===== config.mk =====
export PLATFORM = sky130hd
export DESIGN_NAME = filter_id_decoder
export DESIGN_NICKNAME = d
export VERILOG_FILES = /design/src/hdl/fid_pkg.sv /design/src/hdl/fid_shape.sv /design/src/hdl/fid_sub_unit.sv /design/src/hdl/filter_id_decoder.sv
export SDC_FILE = /design/constraint.sdc
export NUM_CORES = 1
export LEC_CHECK = 0
export ABC_AREA = 1
export BUFFER_PORTS_ARGS = -buffer_cell sky130_fd_sc_hd__buf_2
export CORE_MARGIN = 2
export CORE_UTILIZATION = 30
export CTS_CLUSTER_DIAMETER = 200
export DETAILED_ROUTE_END_ITERATION = 10
export PLACE_DENSITY = 0.5
export SLEW_MARGIN = 20
export SYNTH_ARGS = -nofsm -noshare
export SYNTH_HDL_FRONTEND = slang
export SYNTH_SLANG_ARGS = --single-unit

===== constraint.sdc =====
create_clock -name clk -period 11.25 [get_ports clk]
set_clock_uncertainty 0.15 [all_clocks]
set_input_delay 1.125 -clock clk [delete_from_list [all_inputs] [get_ports clk]]
set_output_delay 1.125 -clock clk [all_outputs]
set_load 0.1 [all_outputs]

===== src/hdl/fid_pkg.sv =====
// shared constants and types for the filter id decoder
package fid_pkg;

    localparam int DIM_W   = 7;
    localparam int KIND_W  = 3;
    localparam int NUM_W   = 15;
    localparam int BLOCK_W = 10;
    localparam int TNEXT_W = 8;

    localparam int KEY_WIDTH_DEF  = 32;
    localparam int BAND_COUNT_DEF = 33;

    typedef struct packed {
        logic [KIND_W-1:0] count;
        logic [KIND_W-1:0] kind;
    } shape_info_t;

endpackage


===== src/hdl/fid_shape.sv =====
// shape type presence, count and selection for one time length and band width
module fid_shape (
    input  logic [fid_pkg::DIM_W-1:0]  t_len,
    input  logic [fid_pkg::DIM_W-1:0]  w_len,
    input  logic [fid_pkg::KIND_W-1:0] k_sel,
    output fid_pkg::shape_info_t       info
);
    import fid_pkg::*;

    logic [5:0] present;

    always_comb
    begin
        present[0] = 1'b1;
        present[1] = (t_len > DIM_W'(1));
        present[2] = (w_len > DIM_W'(1));
        present[3] = (t_len > DIM_W'(1)) && (w_len > DIM_W'(1));
        present[4] = (t_len > DIM_W'(3));
        present[5] = (w_len > DIM_W'(3));
    end

    // walk the six types in order, pick the k-th present one
    always_comb
    begin
        logic [KIND_W-1:0] run;
        run = '0;
        info.kind = '0;
        for (int i = 0; i < 6; i++)
        begin
            if (present[i])
            begin
                run = run + KIND_W'(1);
                if (run == k_sel && info.kind == '0)
                begin
                    info.kind = KIND_W'(i + 1);
                end
            end
        end
        info.count = run;
    end

endmodule


===== src/hdl/fid_sub_unit.sv =====
// shared compare and subtract unit
module fid_sub_unit (
    input  logic [fid_pkg::NUM_W-1:0] a,
    input  logic [fid_pkg::NUM_W-1:0] b,
    output logic [fid_pkg::NUM_W-1:0] diff,
    output logic                      a_gt_b
);
    import fid_pkg::*;

    logic [NUM_W:0] wide;

    assign wide   = {1'b0, a} - {1'b0, b};
    assign diff   = wide[NUM_W-1:0];
    // a > b when a - b neither borrows nor is zero
    assign a_gt_b = !wide[NUM_W] && (wide[NUM_W-1:0] != '0);

endmodule


===== src/hdl/filter_id_decoder.sv =====
// top level of the filter id decoder: sequencer around a shared subtract unit
//
// usage
//   input channel: in_valid / in_ready with filter_number, a one-based filter index
//   output channel: out_valid / out_ready with time_length, band_width, start_band,
//   shape_kind and not_found; one result item for every input item
//   in_ready is high only while the block is idle, so one item is decoded at a time
//
// sequence
//   the item walks the enumeration one (time length, band width) block per cycle,
//   subtracting the block's filter count from the remaining index, then steps
//   through start bands one per cycle inside the matching block
//   a zero index goes straight from idle to the result, marked not found
//   the pace is set by the single compare and subtract unit, used once per cycle
//
// reset and stalls
//   rst_n clears the sequencer to idle with no result pending
//   a finished result holds in the output registers until out_ready takes it;
//   no new item is accepted until then, the next one in the cycle after it leaves
module filter_id_decoder #(
    parameter int KEY_WIDTH  = fid_pkg::KEY_WIDTH_DEF,
    parameter int BAND_COUNT = fid_pkg::BAND_COUNT_DEF
) (
    input  logic                        clk,
    input  logic                        rst_n,
    input  logic                        in_valid,
    output logic                        in_ready,
    input  logic [fid_pkg::NUM_W-1:0]   filter_number,
    output logic                        out_valid,
    input  logic                        out_ready,
    output logic [fid_pkg::DIM_W-1:0]   time_length,
    output logic [fid_pkg::DIM_W-1:0]   band_width,
    output logic [fid_pkg::DIM_W-1:0]   start_band,
    output logic [fid_pkg::KIND_W-1:0]  shape_kind,
    output logic                        not_found
);
    import fid_pkg::*;

    // sequencer codes
    localparam logic [1:0] ST_IDLE  = 2'd0;
    localparam logic [1:0] ST_BLOCK = 2'd1;
    localparam logic [1:0] ST_SLOT  = 2'd2;
    localparam logic [1:0] ST_DONE  = 2'd3;

    localparam logic [DIM_W-1:0]   BAND_LAST = DIM_W'(BAND_COUNT);
    localparam logic [TNEXT_W-1:0] KEY_LIMIT = TNEXT_W'(KEY_WIDTH);

    logic [1:0]        state_reg, state_next;
    logic [NUM_W-1:0]  rem_reg, rem_next;
    logic [DIM_W-1:0]  t_reg, t_next;
    logic [DIM_W-1:0]  w_reg, w_next;
    logic [DIM_W-1:0]  s_reg, s_next;

    logic [DIM_W-1:0]  res_t_reg, res_t_next;
    logic [DIM_W-1:0]  res_w_reg, res_w_next;
    logic [DIM_W-1:0]  res_s_reg, res_s_next;
    logic [KIND_W-1:0] res_k_reg, res_k_next;
    logic              res_nf_reg, res_nf_next;

    shape_info_t       shape;
    logic [DIM_W-1:0]  starts;
    logic [BLOCK_W-1:0] block_size;
    logic [NUM_W-1:0]  operand;
    logic [NUM_W-1:0]  diff;
    logic              rem_gt;

    logic [TNEXT_W-1:0] t_wide;
    logic [TNEXT_W-1:0] triple;
    logic [TNEXT_W-1:0] rounded;
    logic [TNEXT_W-1:0] evened;
    logic [TNEXT_W-1:0] t_plus;
    logic [TNEXT_W-1:0] t_after;

    // shape count for the current block, and kind pick from the low remainder bits
    fid_shape u_shape (
        .t_len (t_reg),
        .w_len (w_reg),
        .k_sel (rem_reg[KIND_W-1:0]),
        .info  (shape)
    );

    fid_sub_unit u_sub (
        .a      (rem_reg),
        .b      (operand),
        .diff   (diff),
        .a_gt_b (rem_gt)
    );

    // filters in one block: shape count times number of start bands
    assign starts     = BAND_LAST - w_reg + DIM_W'(1);
    assign block_size = BLOCK_W'(shape.count) * BLOCK_W'(starts);

    // next time length: r = (3t + 1) / 2, rounded up to even, at least t + 1
    assign t_wide  = TNEXT_W'(t_reg);
    assign triple  = (t_wide << 1) + t_wide + TNEXT_W'(1);
    assign rounded = triple >> 1;
    assign evened  = rounded + TNEXT_W'(rounded[0]);
    assign t_plus  = t_wide + TNEXT_W'(1);
    assign t_after = (evened > t_plus) ? evened : t_plus;

    // the unit compares against the block size while skipping blocks,
    // and against the shape count while stepping start bands
    always_comb
    begin
        if (state_reg == ST_SLOT)
        begin
            operand = NUM_W'(shape.count);
        end
        else
        begin
            operand = NUM_W'(block_size);
        end
    end

    always_comb
    begin
        state_next  = state_reg;
        rem_next    = rem_reg;
        t_next      = t_reg;
        w_next      = w_reg;
        s_next      = s_reg;
        res_t_next  = res_t_reg;
        res_w_next  = res_w_reg;
        res_s_next  = res_s_reg;
        res_k_next  = res_k_reg;
        res_nf_next = res_nf_reg;

        case (state_reg)
            ST_IDLE:
            begin
                if (in_valid)
                begin
                    rem_next    = filter_number;
                    t_next      = DIM_W'(1);
                    w_next      = DIM_W'(1);
                    s_next      = DIM_W'(1);
                    res_t_next  = '0;
                    res_w_next  = '0;
                    res_s_next  = '0;
                    res_k_next  = '0;
                    res_nf_next = 1'b1;
                    // index zero names no filter
                    if (filter_number == '0)
                    begin
                        state_next = ST_DONE;
                    end
                    else
                    begin
                        state_next = ST_BLOCK;
                    end
                end
            end

            ST_BLOCK:
            begin
                if (rem_gt)
                begin
                    // target lies past this block: skip it whole
                    rem_next = diff;
                    if (w_reg == BAND_LAST)
                    begin
                        w_next = DIM_W'(1);
                        t_next = t_after[DIM_W-1:0];
                        if (t_after >= KEY_LIMIT)
                        begin
                            state_next = ST_DONE;
                        end
                    end
                    else
                    begin
                        w_next = w_reg + DIM_W'(1);
                    end
                end
                else
                begin
                    state_next = ST_SLOT;
                end
            end

            ST_SLOT:
            begin
                if (rem_gt)
                begin
                    rem_next = diff;
                    s_next   = s_reg + DIM_W'(1);
                end
                else
                begin
                    res_t_next  = t_reg;
                    res_w_next  = w_reg;
                    res_s_next  = s_reg;
                    res_k_next  = shape.kind;
                    res_nf_next = 1'b0;
                    state_next  = ST_DONE;
                end
            end

            ST_DONE:
            begin
                if (out_ready)
                begin
                    state_next = ST_IDLE;
                end
            end

            default:
            begin
                state_next = ST_IDLE;
            end
        endcase
    end

    always_ff @(posedge clk or negedge rst_n)
    begin
        if (!rst_n)
        begin
            state_reg <= ST_IDLE;
        end
        else
        begin
            state_reg <= state_next;
        end
    end

    // working and result registers carry no reset
    always_ff @(posedge clk)
    begin
        rem_reg    <= rem_next;
        t_reg      <= t_next;
        w_reg      <= w_next;
        s_reg      <= s_next;
        res_t_reg  <= res_t_next;
        res_w_reg  <= res_w_next;
        res_s_reg  <= res_s_next;
        res_k_reg  <= res_k_next;
        res_nf_reg <= res_nf_next;
    end

    assign in_ready    = (state_reg == ST_IDLE);
    assign out_valid   = (state_reg == ST_DONE);
    assign time_length = res_t_reg;
    assign band_width  = res_w_reg;
    assign start_band  = res_s_reg;
    assign shape_kind  = res_k_reg;
    assign not_found   = res_nf_reg;

endmodule


# Word-level counts from Yosys, hierarchy flattened
# Index checks and enable logic that the tools add are counted.
dict set report totals {
  output_inout_bits 27
  inputBits 19
  regBits 63
}
dict set report classes {
  mux 51
  n_reduce_logical 26
  n_eq_ne 19
  mul 1
  add_sub_neg 13
  order_cmp 6
}
# operator count
set op_table {}
lappend op_table {{7-bit one-hot mux with 2 select lines} 6}
lappend op_table {{7-bit 2-to-1 mux} 10}
lappend op_table {{3-bit 2-to-1 mux} 16}
lappend op_table {{15-bit 2-to-1 mux} 2}
lappend op_table {{15-bit one-hot mux with 2 select lines} 1}
lappend op_table {{7-bit by 1-bit adder with 7-bit output, second input constant} 3}
lappend op_table {{2-bit 2-to-1 mux} 8}
lappend op_table {{15-bit by 10-bit subtractor with 16-bit output} 1}
lappend op_table {{15-bit logical NOT} 1}
lappend op_table {{3-bit logical NOT} 5}
lappend op_table {{15-bit nonzero test} 1}
lappend op_table {{7-bit by 1-bit greater-than comparator with 1-bit output, second input constant} 2}
lappend op_table {{7-bit by 2-bit greater-than comparator with 1-bit output, second input constant} 2}
lappend op_table {{3-bit equality test} 4}
lappend op_table {{3-bit AND reduction} 4}
lappend op_table {{3-bit by 7-bit multiplier with 10-bit output} 1}
lappend op_table {{10-bit 2-to-1 mux} 1}
lappend op_table {{2-bit != test, second input constant} 5}
lappend op_table {{3-bit by 1-bit adder with 3-bit output, second input constant} 3}
lappend op_table {{7-bit by 1-bit adder with 8-bit output} 1}
lappend op_table {{7-bit by 1-bit adder with 8-bit output, second input constant} 1}
lappend op_table {{8-bit by 1-bit adder with 8-bit output, second input constant} 1}
lappend op_table {{8-bit by 7-bit adder with 8-bit output} 1}
lappend op_table {{8-bit by 6-bit >= comparator with 1-bit output, second input constant} 1}
lappend op_table {{other kinds (22)} 35}

# Longest topological paths before layout
# Gate-level depths: netlist of the first run.
dict set report depth {
  word_depth 24
  ltp_mapped 48
  ltp_nobuf 48
}

# Hierarchy
# From an unflattened synthesis of the first run, not the netlist that was laid out.
dict set report unflattened {
  hier_cells 854
  hier_area_um2 5880.6
}
# mod seq_area_each_um2 area_each_um2 instances cells_each
set by_module_without_submodules {}
lappend by_module_without_submodules {filter_id_decoder 1881.8 4286.6 1 532}
lappend by_module_without_submodules {fid_sub_unit 0.0 1094.8 1 228}
lappend by_module_without_submodules {fid_shape 0.0 499.2 1 94}

# Worst setup path before layout of the first run
# Ideal clock, no wire load.
dict set report synth_path {
  path_kind {flip-flop to flip-flop}
  startpoint {register t_reg[2]}
  endpoint {register rem_reg[0], enable pin}
  path_buffers 0
  period_less_slack_ns 7.434
  arrival_time_ns 6.873
  path_slack_ns 3.816
  required_ns 10.689
  path_stages_with_launch 42
  setup_ns 0.411
  path_cell_list {edfxtp_1 > inv_2 > ha_1 > nand2_1 > nand2_1 > nand2_1 > a32oi_1 > inv_1 > ha_1 > inv_1 > nand2_1 > o21ai_0 > inv_1 > ha_1 > o21ai_0 > nor2_1 > fa_1 > ha_1 > [... 6 more ...] > inv_1 > a21oi_1 > o21ai_0 > a21o_1 > ha_1 > nand2_1 > inv_1 > nand2_1 > nand2_1 > a21oi_1 > nand2_1 > nand2_1 > nand2_1 > nand2_1 > nor2_2 > nand3_2 > nand2_2 > a211oi_1}
}
dict set report synth_via {
  elab_chain_cells 17
  word_cells_on_any_way 20
}
# element line
set synth_lines {}
lappend synth_lines {{start, declared} filter_id_decoder.sv:50} ;# logic [DIM_W-1:0] t_reg, t_next;
lappend synth_lines {{start signal, assigned} filter_id_decoder.sv:229} ;# t_reg <= t_next;
lappend synth_lines {{7-bit by 1-bit greater-than comparator with 1-bit output} {fid_shape.sv:15, fid_shape.sv:17}}
lappend synth_lines {{2-bit 2-to-1 mux} fid_shape.sv:30} ;# if (present[i])
lappend synth_lines {{2-bit by 1-bit adder with 3-bit output} fid_shape.sv:32} ;# run = run + KIND_W'(1);
lappend synth_lines {{3-bit 2-to-1 mux} fid_shape.sv:30}
lappend synth_lines {{3-bit by 1-bit adder with 3-bit output} fid_shape.sv:32}
lappend synth_lines {{3-bit 2-to-1 mux} fid_shape.sv:30}
lappend synth_lines {{3-bit by 1-bit adder with 3-bit output} fid_shape.sv:32}
lappend synth_lines {{3-bit 2-to-1 mux *} fid_shape.sv:30}
lappend synth_lines {{3-bit by 1-bit adder with 3-bit output} fid_shape.sv:32}
lappend synth_lines {{3-bit 2-to-1 mux *} fid_shape.sv:30}
lappend synth_lines {{3-bit by 7-bit multiplier with 10-bit output} filter_id_decoder.sv:91} ;# assign block_size = BLOCK_W'(shape.count) * BLOCK_W'(starts);
lappend synth_lines {{10-bit 2-to-1 mux *} filter_id_decoder.sv:105} ;# if (state_reg == ST_SLOT)
lappend synth_lines {{15-bit by 10-bit subtractor with 16-bit output *} fid_sub_unit.sv:12} ;# assign wide = {1'b0, a} - {1'b0, b};
lappend synth_lines {{15-bit nonzero test / 1-bit logical NOT (equally long branches)} fid_sub_unit.sv:15} ;# assign a_gt_b = !wide[NUM_W] && (wide[NUM_W-1:0] != '0);
lappend synth_lines {{1-bit logical AND *} fid_sub_unit.sv:15}
lappend synth_lines {{2-bit by 1-bit != test with 1-bit output (no source line) *} --}
lappend synth_lines {{3-bit AND reduction (no source line) *} --}
lappend synth_lines {{end signal, assigned} filter_id_decoder.sv:228} ;# rem_reg <= rem_next;
lappend synth_lines {{end, declared} filter_id_decoder.sv:49} ;# logic [NUM_W-1:0] rem_reg, rem_next;
# Mark *: on every way between the ends. The rest lies on a longest branch, timed or not.
# A chain may end at the register's enable or synchronous reset.

# Final worst setup path of the first run
dict set report layout_path {
  startpoint {register t_reg[1]}
  endpoint {register res_k_reg[0] (netlist: shape_kind[0]), enable pin}
}
dict set report layout_via {
  elab_chain_cells 17
  word_cells_on_any_way 20
}
# element line
set layout_lines {}
lappend layout_lines {{7-bit by 1-bit greater-than comparator with 1-bit output} {fid_shape.sv:15, fid_shape.sv:17}}
lappend layout_lines {{2-bit 2-to-1 mux} fid_shape.sv:30}
lappend layout_lines {{2-bit by 1-bit adder with 3-bit output} fid_shape.sv:32}
lappend layout_lines {{3-bit 2-to-1 mux} fid_shape.sv:30}
lappend layout_lines {{3-bit by 1-bit adder with 3-bit output} fid_shape.sv:32}
lappend layout_lines {{3-bit 2-to-1 mux} fid_shape.sv:30}
lappend layout_lines {{3-bit by 1-bit adder with 3-bit output} fid_shape.sv:32}
lappend layout_lines {{3-bit 2-to-1 mux *} fid_shape.sv:30}
lappend layout_lines {{3-bit by 1-bit adder with 3-bit output} fid_shape.sv:32}
lappend layout_lines {{3-bit 2-to-1 mux *} fid_shape.sv:30}
lappend layout_lines {{3-bit by 7-bit multiplier with 10-bit output} filter_id_decoder.sv:91}
lappend layout_lines {{10-bit 2-to-1 mux *} filter_id_decoder.sv:105}
lappend layout_lines {{15-bit by 10-bit subtractor with 16-bit output *} fid_sub_unit.sv:12}
lappend layout_lines {{15-bit nonzero test / 1-bit logical NOT (equally long branches)} fid_sub_unit.sv:15}
lappend layout_lines {{1-bit logical AND *} fid_sub_unit.sv:15}
lappend layout_lines {{2-bit != test (no source line) *} --}
lappend layout_lines {{3-bit AND reduction (no source line) *} --}
lappend layout_lines {{end signal, assigned} filter_id_decoder.sv:235} ;# res_k_reg <= res_k_next;
lappend layout_lines {{end, declared} filter_id_decoder.sv:57} ;# logic [KIND_W-1:0] res_k_reg, res_k_next;
# Marks and branches as above.

==> results.yml, run 1 <==
routing:
  ant_nets: 0
  drtIter0Drc: 293
  drc: 0
  dr.pass1.iters: 5
  post_drt_wl_per_cell_um: 12.5
  vias: 4667
  wl_um: 13000
  vias_per_cell: 4.48
synth:
  yosysUniqueCellTypes: 47
  synth.cell_area_um2: 5610
  syn_area_per_cell_um2: 7.46
  synth_cells: 753
  synth_flop_cell: "edfxtp_1"
  synth-warning-count: 0
  synth_edf_count: 61
  synthArstFlopShare_pct: 3.17
  synth-seq-area-share_pct: 33.5
  synthesis.nets: 831
  ys_seq_elements: 63
clock_network:
  cts_hold_buf: 0
  clkTransAtPathRegs_ns: 0.06
  post_cts_resize_count: 0
  cts_tree: "built"
  cts_buffer_depth: 2
  cts_buffers: 9
  clkLatencyLatePin_ns: 0.34
  post_cts_buffers: 0
  numClockSinks: 63
  clock_tree.root_cell: "clkbuf_16"
  htree_levels: 3
global_route:
  track_usage_pct: 13.6
  grt_pass1_vias: 4381
  grt_max_degree: 40
  grt_pass1_wl_um: 21700
  overflow: 0
  antenna_found_initial: 0
critical_path:
  crit_required_ns: 11.06
  r2r_end: "shape_kind[0]"
  startpoint: "t_reg[1]"
  r2r_slack_ns: 3.41
  crit_path_max_incr_delay_ns: 0.72
  reg2reg_depth: 41
  crit_top_cell: "nand2_1"
  critPathKind: "register to register"
  endpoint_kind: "register"
  r2r-start: "t_reg[1]"
  critPathSlowestCell: "inv_1"
  startpoint_type: "register"
  crit_end: "shape_kind[0]"
  cp.arrival_ns: 7.65
  worstPathMaxFanout: 25
sta:
  slew-limit-headroom_pct: 32.0
  min_period_over_period_pct: 69.7
  finalSetupViolCount: 0
  min_period_ns: 7.84
  drv_slew: 0
  rsz0062_at_grt: "no"
  tightest_slew_ns: 1.01
  finalHoldViolCount: 0
  fmax_mhz: 128
  tns_ns: 0
final_layout:
  drive_gt1_share_pct: 13.1
  syn2layout_area_growth_pct: 14.0
  diodes: 0
  largest_register_ffs: 15
  regArea_um2: 1880
  multiInputGateArea_um2: 3150
  nets: 881
  fillCellCount: 2026
floorplan:
  ios: 46
  coreArea_um2: 18500
  dieWidth_um: 141
  die_y_um: 141
  die-area_um2: 19800
  start_util_pct: 30.3
  rows: 50
worst_hold_path:
  hp-class: "register to register"
outcome:
  status: "finished clean"
placement:
  hpwl_um: 10400
  io_buffers: 45
  place.gp.congestion: 0.834
run:
  cap_violations: 0
[layout make-up]
class	count	area share, %
Tap cell	234	4.58
Clock buffer	9	3.52
Multi-Input combinational cell	535	49.2
Inverter	146	8.60
Sequential cell	63	29.4
Clock inverter	7	0.860
Timing Repair Buffer	48	3.87
[worst max-delay path, delay by kind of cell, from the launching register on]
family | cells | cell delay (ns)
flip-flops | 1 | 0.52
AND/OR/NAND/NOR | 18 | 1.55
AO/OA/AOI/OAI | 9 | 1.74
buffers and inverters | 7 | 1.23
adder cells (fa/ha/maj) | 7 | 2.26
[cells in the final DEF, fill, tap and decap left out, types with 13 or more instances in the layout]
cell type  count
nand2_1      208
inv_1        134
nor2_1        69
edfxtp_1      61
ha_1          51
buf_2         45
nand3_1       36
a21oi_1       33
o21ai_0       28
xor2_1        13
[cells in the mapped netlist, drive strengths merged (2+ instances only)]
master / n / share of area (%)
a21oi: 35 / 3.4
nor3: 4 / 0.36
o21bai: 2 / 0.27
o21ai: 31 / 3.0
nand2: 221 / 15
nand4: 12 / 1.3
dfrtp: 2 / 0.89
xor2: 15 / 2.6
o211a: 2 / 0.36
inv: 143 / 9.6
a31oi: 4 / 0.45
xnor2: 9 / 1.5
clkinv: 3 / 0.20
nor4: 6 / 0.67
fa: 8 / 2.9
nand3: 42 / 4.3
clkbuf: 8 / 0.53
a211oi: 5 / 0.67
edfxtp: 61 / 33
or2: 2 / 0.22
nor2: 75 / 5.6
nand3b: 3 / 0.47
ha: 51 / 11
[stage by stage]
step | utilization, % | hold WS, ns | instance area, um2 | cells | setup WS, ns
3_5_place_dp | 33.0 | 0.375 | 6120 | 1026 | 3.36
4_1_cts | 34.6 | 0.391 | 6400 | 1042 | 3.36
6_report | 34.6 | 0.385 | 6400 | 1042 | 3.41
5_1_grt | 34.6 | 0.393 | 6400 | 1042 | 2.54
2_1_floorplan | - | 0.357 | 5610 | 753 | 3.82
3_3_place_gp | 33.0 | 0.372 | 6120 | 1026 | 3.55
[metal layers]
| layer | vias to the layer above | global-route usage (%) | part of all wire [%] |
|---|---|---|---|
| li1 | 2516 | - | - |
| met1 | 2067 | 19.4 | 52 |
| met2 | 77 | 20.9 | 43 |
| met3 | 7 | 3.06 | 4.0 |
| met4 | 0 | 3.32 | 0.93 |
| met5 | - | 0 | 0 |
[cell families after synthesis]
| kind of cell | count (synthesis) | synth area share, % |
|---|---|---|
| AO/OA/AOI/OAI | 85 | 8.94 |
| XOR/XNOR | 24 | 4.15 |
| adder cells (fa/ha/maj) | 59 | 14.2 |
| buffers and inverters | 155 | 10.5 |
| flip-flops | 63 | 33.5 |
| AND/OR/NAND/NOR | 367 | 28.6 |
[worst min path at each step]
stage                     cells past startpoint  slack (ns)      from            end
after floorplan                               2        0.36  s_reg[3]  start_band[3]
after global placement                        2        0.37  s_reg[3]  start_band[3]
after detailed placement                      2        0.38  s_reg[3]  start_band[3]
after CTS                                     1        0.39     rst_n   state_reg[1]
after global routing                          1        0.39     rst_n   state_reg[1]
final                                         2        0.39  s_reg[3]  start_band[3]
Power of run 1 is left out: the tool's default activity adds up to more than one toggle a clock period on the data nets, which glitch-free logic cannot reach.
==> run 2, diff against run 1 <==
PLACE_DENSITY = 0.51   (was 0.5)
clock period = 6.9 ns   (was 11.25 ns; I/O delays follow)
==> results.yml, run 2 (same netlist as run 1, synthesis figures left out) <==
sta:
  min_period_ns: 6.44
  finalSetupViolCount: 0
  slew-limit-headroom_pct: 52.9
  min_period_over_period_pct: 93.3
  tightest_slew_ns: 0.699
  drv_slew: 0
  finalHoldViolCount: 0
  fmax_mhz: 155
clock_network:
  clkLatencyLatePin_ns: 0.35
  cts_buffers: 9
  cts_buffer_depth: 2
  cts_tree: "built"
  clkTransAtPathRegs_ns: 0.06
  numClockSinks: 63
  clock_tree.root_cell: "clkbuf_16"
  htree_levels: 3
critical_path:
  crit_required_ns: 6.81
  crit_path_max_incr_delay_ns: 0.55
  reg2reg_depth: 43
  critPathKind: "register to register"
  r2r_slack_ns: 0.46
  crit_top_cell: "nand2_1"
  endpoint_kind: "register"
  worstPathMaxFanout: 6
  r2r-start: "t_reg[2]"
  critPathSlowestCell: "fa_1"
  cp.arrival_ns: 6.35
  r2r_end: "band_width[6]"
  startpoint_type: "register"
final_layout:
  final_cells: 1100
  largest_register_ffs: 15
  syn2layout_area_growth_pct: 26.6
  nets: 939
  diodes: 0
  drive_gt1_share_pct: 22.6
  finalInstanceArea_um2: 7110
  layout_commonest_cell: "nand2_1"
  fillCellCount: 1951
  layout_common_cells: "202 x nand2_1, 126 x inv_1, 67 x nor2_1, 61 x edfxtp_1, 54 x buf_4"
worst_hold_path:
  min_from: "s_reg[3]"
  whs_path_depth: 2
  min_to: "start_band[3]"
  hp-class: "register to register"
global_route:
  overflow: 0
  grt_pass1_vias: 4562
  grt_max_degree: 40
  track_usage_pct: 14.0
  grt_pass1_wl_um: 22200
  antenna_found_initial: 0
placement:
  place_inst: 1073
  dpl_cell_area_um2: 6500
  io_buffers: 45
  place.gp.congestion: 0.880
  hpwl_um: 10700
routing:
  wl_um: 13900
  drc: 0
  ant_nets: 0
  vias: 4938
  dr.pass1.iters: 5
  post_drt_wl_per_cell_um: 12.6
  vias_per_cell: 4.49
  drtIter0Drc: 229
floorplan:
  dieWidth_um: 141
  coreArea_um2: 18500
  rows: 50
  start_util_pct: 30.3
  die-area_um2: 19800
  die_y_um: 141
  ios: 46
run:
  cap_violations: 0
outcome:
  status: "finished clean"
## run 2: cell type report
| type | count | area, um2 | share of cell area, % |
|---|---|---|---|
| timing repair buffer | 106 | 753 | 10.6 |
| inverter | 146 | 553 | 7.78 |
| tap | 234 | 293 | 4.12 |
| clock inverter | 7 | 96.3 | 1.36 |
| multi-input combinational | 535 | 3310 | 46.5 |
| sequential | 63 | 1880 | 26.5 |
| clock buffer | 9 | 225 | 3.17 |
## run 2: worst max path at each step
stage,start,to,slack (ns),cells after the start
floorplan,t_reg[2],band_width[0],0.01,41
global placement,t_reg[1],t_reg[3],-0.005,43
detailed placement,t_reg[1],t_reg[4],-0.13,41
CTS,t_reg[1],shape_kind[0],0.04,46
global route,t_reg[2],start_band[0],-0.03,43
finish,t_reg[2],band_width[6],0.46,43
## run 2: layer usage
layer / part of all wire [%] / wire length (um) / GRT usage (%) / up-vias
met5: 0 / 0 / 0 / -
met4: 0.66 / 92 / 2.84 / 0
met3: 3.7 / 514 / 2.99 / 8
met2: 44 / 6120 / 22.3 / 82
met1: 52 / 7140 / 19.7 / 2221
li1: - / - / - / 2627
## run 2: critical path: cells and delay by family, from the launching register on
kind	cells	cell delay (ns)
AND/OR/NAND/NOR	17	1.40
AO/OA/AOI/OAI	8	1.06
buffers and inverters	12	1.25
adder cells (fa/ha/maj)	6	1.94
flip-flops	1	0.36
## run 2: repair_timing
action / 4_1_cts / 5_1_grt
cloned: 0 / 3
resized for setup: 2 / 40
endpoints found under the setup margin: 32 / 63
pin swaps: 0 / 18
hold buffers: 1 / 0
hold endpoints to repair: 2 / 0
setup buffers: 0 / 7
## run 2: through the flow
step | util [%] | setup slack [ns] | TNS, ns | hold WS [ns]
global placement | 35.1 | -0.00457 | -0.0306 | 0.328
finish | 38.4 | 0.460 | 0 | 0.398
global route | 38.4 | -0.0307 | -0.392 | 0.412
CTS | 37.0 | 0.0368 | 0 | 0.397
detailed placement | 35.1 | -0.135 | -0.940 | 0.328
floorplan | - | 0.0138 | 0 | 0.244
Power of run 2 is left out for the same reason.
